**config.mk**
```make
export PLATFORM = sky130hd
export DESIGN_NAME = pfe_predict
export DESIGN_NICKNAME = d
export VERILOG_FILES = /design/src/pfe_pkg.sv /design/src/pfe_predict.sv
export SDC_FILE = /design/constraint.sdc
export NUM_CORES = 1
export LEC_CHECK = 0
export ABC_AREA = 0
export BUFFER_PORTS_ARGS = -buffer_cell sky130_fd_sc_hd__buf_4
export CAP_MARGIN = 20
export CORE_MARGIN = 1.5
export CORE_UTILIZATION = 35
export DETAILED_ROUTE_END_ITERATION = 16
export PLACE_DENSITY = 0.54
export SETUP_SLACK_MARGIN = 0.3
export SLEW_MARGIN = 40
export SYNTH_ARGS = -nofsm -noshare
export SYNTH_HDL_FRONTEND = slang
export SYNTH_SLANG_ARGS = --single-unit
```
**constraint.sdc**
```tcl
create_clock -name vclk -period 11.45
set_input_delay 0.5725 -clock vclk [all_inputs]
set_output_delay 0.5725 -clock vclk [all_outputs]
set_load 0.01 [all_outputs]
```
**src/pfe_pkg.sv**
```systemverilog
// Shared constants, register map, filter codes and types of the PNG filter encoder.
package pfe_pkg;

  localparam int MAX_ROW_BYTES = 8192;
  localparam int MAX_CHANNELS  = 4;

  localparam int BYTE_W = 8;
  localparam int FT_W   = 3;
  localparam int BPP_W  = 3;
  localparam int IW_W   = 12;
  localparam int IH_W   = 16;

  localparam int POS_W     = $clog2(MAX_ROW_BYTES);
  localparam int STRIDE_W  = POS_W + 1;
  localparam int BPP_EFF_W = $clog2(MAX_CHANNELS + 1);
  localparam int CH_IDX_W  = (MAX_CHANNELS > 1) ? $clog2(MAX_CHANNELS) : 1;

  localparam int DATA_W    = 32;
  localparam int REG_IDX_W = 2;
  localparam int ADDR_W    = REG_IDX_W + 2;

  localparam logic [REG_IDX_W-1:0] REG_FILTER_TYPE     = 2'd0;
  localparam logic [REG_IDX_W-1:0] REG_BYTES_PER_PIXEL = 2'd1;
  localparam logic [REG_IDX_W-1:0] REG_IMAGE_WIDTH     = 2'd2;
  localparam logic [REG_IDX_W-1:0] REG_IMAGE_HEIGHT    = 2'd3;

  localparam logic [FT_W-1:0] FT_NONE    = 3'd0;
  localparam logic [FT_W-1:0] FT_SUB     = 3'd1;
  localparam logic [FT_W-1:0] FT_UP      = 3'd2;
  localparam logic [FT_W-1:0] FT_AVERAGE = 3'd3;
  localparam logic [FT_W-1:0] FT_PAETH   = 3'd4;

  localparam logic [FT_W-1:0]  FT_RESET  = FT_NONE;
  localparam logic [BPP_W-1:0] BPP_RESET = 3'd4;
  localparam logic [IW_W-1:0]  IW_RESET  = 12'd1;
  localparam logic [IH_W-1:0]  IH_RESET  = 16'd1;

  // Neighbor bytes around the current sample, already zeroed outside the image.
  typedef struct packed {
    logic [BYTE_W-1:0] left;
    logic [BYTE_W-1:0] up;
    logic [BYTE_W-1:0] upleft;
  } nbr_t;

endpackage

```
**src/pfe_predict.sv**
```systemverilog
// Filter predictor and difference: None, Sub, Up, Average and Paeth.
module pfe_predict (
  input  logic [pfe_pkg::FT_W-1:0]    ft,
  input  pfe_pkg::nbr_t               nbr,
  input  logic [pfe_pkg::BYTE_W-1:0]  target,
  output logic [pfe_pkg::BYTE_W-1:0]  diff
);

  logic [pfe_pkg::BYTE_W-1:0] pa;
  logic [pfe_pkg::BYTE_W-1:0] pb;
  logic [pfe_pkg::BYTE_W:0]   pc;
  logic [pfe_pkg::BYTE_W:0]   sum_ab;
  logic [pfe_pkg::BYTE_W:0]   twice_c;
  logic [pfe_pkg::BYTE_W-1:0] paeth;
  logic [pfe_pkg::BYTE_W-1:0] pred;

  always_comb begin
    sum_ab  = {1'b0, nbr.left} + {1'b0, nbr.up};
    twice_c = {nbr.upleft, 1'b0};
    pa = (nbr.up > nbr.upleft) ? nbr.up - nbr.upleft : nbr.upleft - nbr.up;
    pb = (nbr.left > nbr.upleft) ? nbr.left - nbr.upleft : nbr.upleft - nbr.left;
    pc = (sum_ab > twice_c) ? sum_ab - twice_c : twice_c - sum_ab;
    // Ties go to left, then up, then up-left.
    if ({1'b0, pa} <= {1'b0, pb} && {1'b0, pa} <= pc) begin
      paeth = nbr.left;
    end else if ({1'b0, pb} <= pc) begin
      paeth = nbr.up;
    end else begin
      paeth = nbr.upleft;
    end

    case (ft)
      pfe_pkg::FT_SUB:     pred = nbr.left;
      pfe_pkg::FT_UP:      pred = nbr.up;
      pfe_pkg::FT_AVERAGE: pred = sum_ab[pfe_pkg::BYTE_W:1];
      pfe_pkg::FT_PAETH:   pred = paeth;
      default:             pred = '0;
    endcase

    diff = target - pred;
  end

endmodule

```
==> flow_summary.toml, run 1 <==
[run_status]
status = "complete, no violations"

[power]
ir_drop_uv = 66.9
total_power_mw = 0.519
leakage_nw = 2.02
power_density_nw_per_um2 = 131

[floorplan]
dieArea_sq_um = 10700
io-pin-count = 43
die_w_microns = 103
core-area_sq_um = 9770
initial_core_util = 0.361
row_count = 36
die_h_microns = 103

[flow_run]
cap_violations = 0

[setup_path]
start_kind = "input pin"
worst-path-max-fanout = 18
worstSetupEndpointType = "primary output"
cp_num_buf_inv = 3
slowest_delay_ns = 0.44
path_class = "in -> out"
arrival_ns = 8.83
path_delay_family = "compound AO/OA/AOI/OAI gates"
cpMaxStageDelayCell = "or4b_1"
required_ns = 10.88

[detailed_routing]
vias = 3502
ant_nets = 0
first_iter_violations = 158
drt_pass1_iterations = 4
drc = 0
wl_per_cell_microns = 17.2
routed_wl_microns = 11000
vias_per_cell = 5.51

[timing]
rsz0062_at_grt = "no"
slew_headroom = 0.492
drv_slew = 0
fin_crit_sh = 0.821
fmax_mhz = 106
period_minus_slack_ns = 9.40
worst_pin_slew_ns = 0.762
fin_tns_setup_ns = 0
hold_violations = 0
setup_viol = 0
hold_ws_ns = 1.58

[global_route]
grt_pass1_wl_microns = 17500
globalRouteOverflowTotal = 0
grt_pass1_vias = 3446
track_usage = 0.211
grt_start_max_net_pins = 19
antenna_found_initial = 0

[final_layout]
nClkBuffers = 0
fillers = 1064
regArea_sq_um = 0
area_growth_pct = 12.3
drive_above_1_share = 0.125
nFlopsAndLatches = 0
fin_nets = 629
diodes = 0

[synthesis]
yosysMostFrequentCell = "ha_1"
synth.distinct_cells = 66
synth_top_cell_by_area = "ha_1"
synthTopCellsByCount = "ha_1, inv_1, a21oi_1"
netlist_area_sq_um = 3520
yosys_warnings = 0
syn_avg_cell_area_sq_um = 7.47
syn_inst = 472
yosysTopAreaCellShare = 0.288
seq_area_frac_synth = 0
syn-num-nets = 596
yosys-top-cells-area = "ha_1, inv_1, a21oi_1, fa_1, mux2i_1"

[placed_design]
io_buffers = 43
dp_hpwl_microns = 9520
place.gp.congestion = 0.884

[clock_network]
cts_resized = 0
cts_setup_buffers = 0
hold_buffers = 0

[min_path]
min-delay-path-class = "in -> out"
## report_power, final
part | switching (mW) | internal, mW | leakage (nW)
registers | 0 | 0 | 0
clock network | 0 | 0 | 0
logic | 0.307 | 0.212 | 2.02
total | 0.307 | 0.212 | 2.02
## per-stage QoR
stage	utilization	setup slack (ns)	cell area, sq um	instances
floorplan	-	3.30	3520	472
global placement	0.405	2.29	3960	636
detailed placement	0.405	2.08	3960	636
CTS	0.405	2.04	3960	636
global route	0.405	1.21	3960	636
finish	0.405	2.05	3960	636
## cells by family after synthesis
logic type                 Yosys count  share of synthesized area
AOI/OAI and AO/OA                  156                      0.306
and+or+nand+nor                    100                      0.147
adders and majority gates           90                      0.336
buffers and inverters               81                     0.0912
xor gates and xnor gates            26                     0.0646
muxes                               19                     0.0557
## layout by cell type (no fill, tap or decap), drive strengths merged, types with 6 or more instances in the layout
cell,synthesis,routed
and2,6,6
nand2b,7,7
o21ai,30,30
a211oi,6,6
nand4,9,9
xnor2,13,13
fa,8,8
nand2,28,28
o21bai,8,8
inv,66,66
xor2,13,13
a21oi,35,35
nand3,8,8
a21o,18,18
mux2i,14,14
o21a,6,6
buf,6,45
ha,81,81
nor2b,6,6
nor2,19,19
o311ai,7,7
a22oi,6,6
a31oi,8,8
## tightest hold or removal path, cell delays in order
cell   delay, ns
buf_4       0.11
inv_1       0.04
ha_1        0.12
inv_1       0.03
buf_4       0.13
## per-layer routing
metal  wire, microns  track usage
met3             361      0.00403
met2            5590        0.395
met1            4930        0.278
met5               0            0
met4              85       0.0260
## final timing paths
kind	from	to	slack, ns	cells after the start
max	nbr[9]	diff[7]	2.05	40
min	target[0]	diff[0]	1.58	5
## final cells by class
cell class                      instances  area, sq um  share of cell area
Tap cell                              133          166              0.0420
Timing Repair Buffer                   45          338              0.0853
Multi-Input combinational cell        391         3200               0.809
Inverter                               67          251              0.0635
Note: power is estimated with default switching activity, not from simulation.
==> run 2, diff against run 1 <==
==> constraint.sdc (replaced) <==
create_clock -name vclk -period 9.2
set_input_delay 0.46 -clock vclk [all_inputs]
set_output_delay 0.46 -clock vclk [all_outputs]
set_load 0.01 [all_outputs]
==> run 2 against run 1 <==
Compared with the run above:
- total power is 46% higher
- critical path depth is 2 lower
- utilization is 2.5 points higher
- die area stayed put
- cell area is 6.2% higher
- routed wire length is 2.5% higher
- setup slack worse by 1.3 ns
- sequential share of layout area stayed put
- hold slack worse by 0.23 ns
- critical path type unchanged
- largest power group unchanged
==> flow_summary.toml, run 2 (same netlist as run 1, synthesis figures left out) <==
[run_status]
status = "complete, no violations"

[setup_path]
required_ns = 8.74
worstSetupEndpointType = "primary output"
start_kind = "input pin"
cpMaxStageDelayCell = "o31ai_4"
slowest_delay_ns = 0.47
arrival_ns = 8.00
worst-path-max-fanout = 6
path_class = "in -> out"

[timing]
slew_headroom = 0.533
hold_ws_ns = 1.36
setup_viol = 0
fin_tns_setup_ns = 0
fin_crit_sh = 0.919
period_minus_slack_ns = 8.46
rsz0062_at_grt = "no"
hold_violations = 0
worst_pin_slew_ns = 0.700
fmax_mhz = 118
drv_slew = 0

[clock_network]
hold_buffers = 0

[floorplan]
initial_core_util = 0.361
die_w_microns = 103
row_count = 36
die_h_microns = 103
io-pin-count = 43
core-area_sq_um = 9770
dieArea_sq_um = 10700

[final_layout]
drive_above_1_share = 0.187
layout_commonest_cell = "ha_1"
fillers = 980
fin_util = 0.430
nClkBuffers = 0
diodes = 0
area_growth_pct = 19.2
nFlopsAndLatches = 0
fin_nets = 645
multi_input_area_sq_um = 3320
regArea_sq_um = 0
fin_cells = 652
most-common-layout-cells = "ha_1, inv_1, buf_4"

[placed_design]
io_buffers = 43
dp_hpwl_microns = 9480
place.gp.congestion = 0.898
place_inst = 638

[global_route]
grt_start_max_net_pins = 18
globalRouteOverflowTotal = 0
track_usage = 0.213
grt_pass1_wl_microns = 17800
antenna_found_initial = 0
grt_pass1_vias = 3624

[power]
seqPwrFrac = 0
leakage_nw = 2.12
ir_drop_uv = 95.6
pwr-share-comb = 1.000
internal_power_mw = 0.338
total_power_mw = 0.760
power_density_nw_per_um2 = 181
p_sw_mw = 0.422
pwr-share-clk = 0
switching_share = 0.555

[detailed_routing]
drt_pass1_iterations = 5
routed_wl_microns = 11200
first_iter_violations = 132
vias_per_cell = 5.58
wl_per_cell_microns = 17.2
vias = 3637
drc = 0
ant_nets = 0

[flow_run]
cap_violations = 0

[min_path]
min-delay-path-class = "in -> out"
-- run 2: cell types whose count changed in the layout (fill, tap and decap cells not counted), sizes merged --
cell,delta
buf,+16
-- run 2: worst max-delay path, delay by kind of cell --
family / cells / cell delay [ns]
buffers and inverters: 5 / 0.82
AND/OR/NAND/NOR: 8 / 1.47
AO/OA/AOI/OAI: 16 / 2.93
XOR/XNOR: 3 / 0.73
multiplexers: 2 / 0.29
adder cells (fa/ha/maj): 4 / 1.27
-- run 2: layer usage --
| metal | up-vias | GRT usage | routed length, microns |
|---|---|---|---|
| li1 | 1801 | - | - |
| met1 | 1714 | 0.274 | 5040 |
| met2 | 98 | 0.387 | 5440 |
| met3 | 24 | 0.0108 | 419 |
| met4 | 0 | 0.0530 | 347 |
| met5 | - | 0 | 0 |
-- run 2: layout make-up --
class	instances	area share
Timing Repair Buffer	61	0.110
Tap cell	133	0.0396
Multi-Input combinational cell	391	0.790
Inverter	67	0.0598
-- run 2: path summary, 6_finish.rpt --
kind              slack, ns       to  cells after the start  startpoint
hold / removal         1.36  diff[0]                      5   target[0]
setup / recovery       0.74  diff[7]                     38      nbr[9]
-- run 2: power groups by stage --
stage	Clock, mW	Sequential, mW	Combinational (mW)
after CTS	0	0	0.668
after global routing	0	0	0.833
after detailed placement	0	0	0.651
after global placement	0	0	0.648
final	0	0	0.760
after floorplan	0	0	0.464
-- run 2: timing repair --
item,in CTS,in global routing
setup endpoints to repair,1,1
gates resized for setup,3,26
buffers inserted,2,11
pin swaps,1,17
gates cloned,0,1
-- run 2: stage by stage --
stage / setup slack, ns / instance area, sq um
finish: 0.742 / 4200
global route: 0.280 / 4200
CTS: 0.310 / 4000
detailed placement: 0.141 / 3970
global placement: 0.296 / 3970
floorplan: 1.27 / 3520
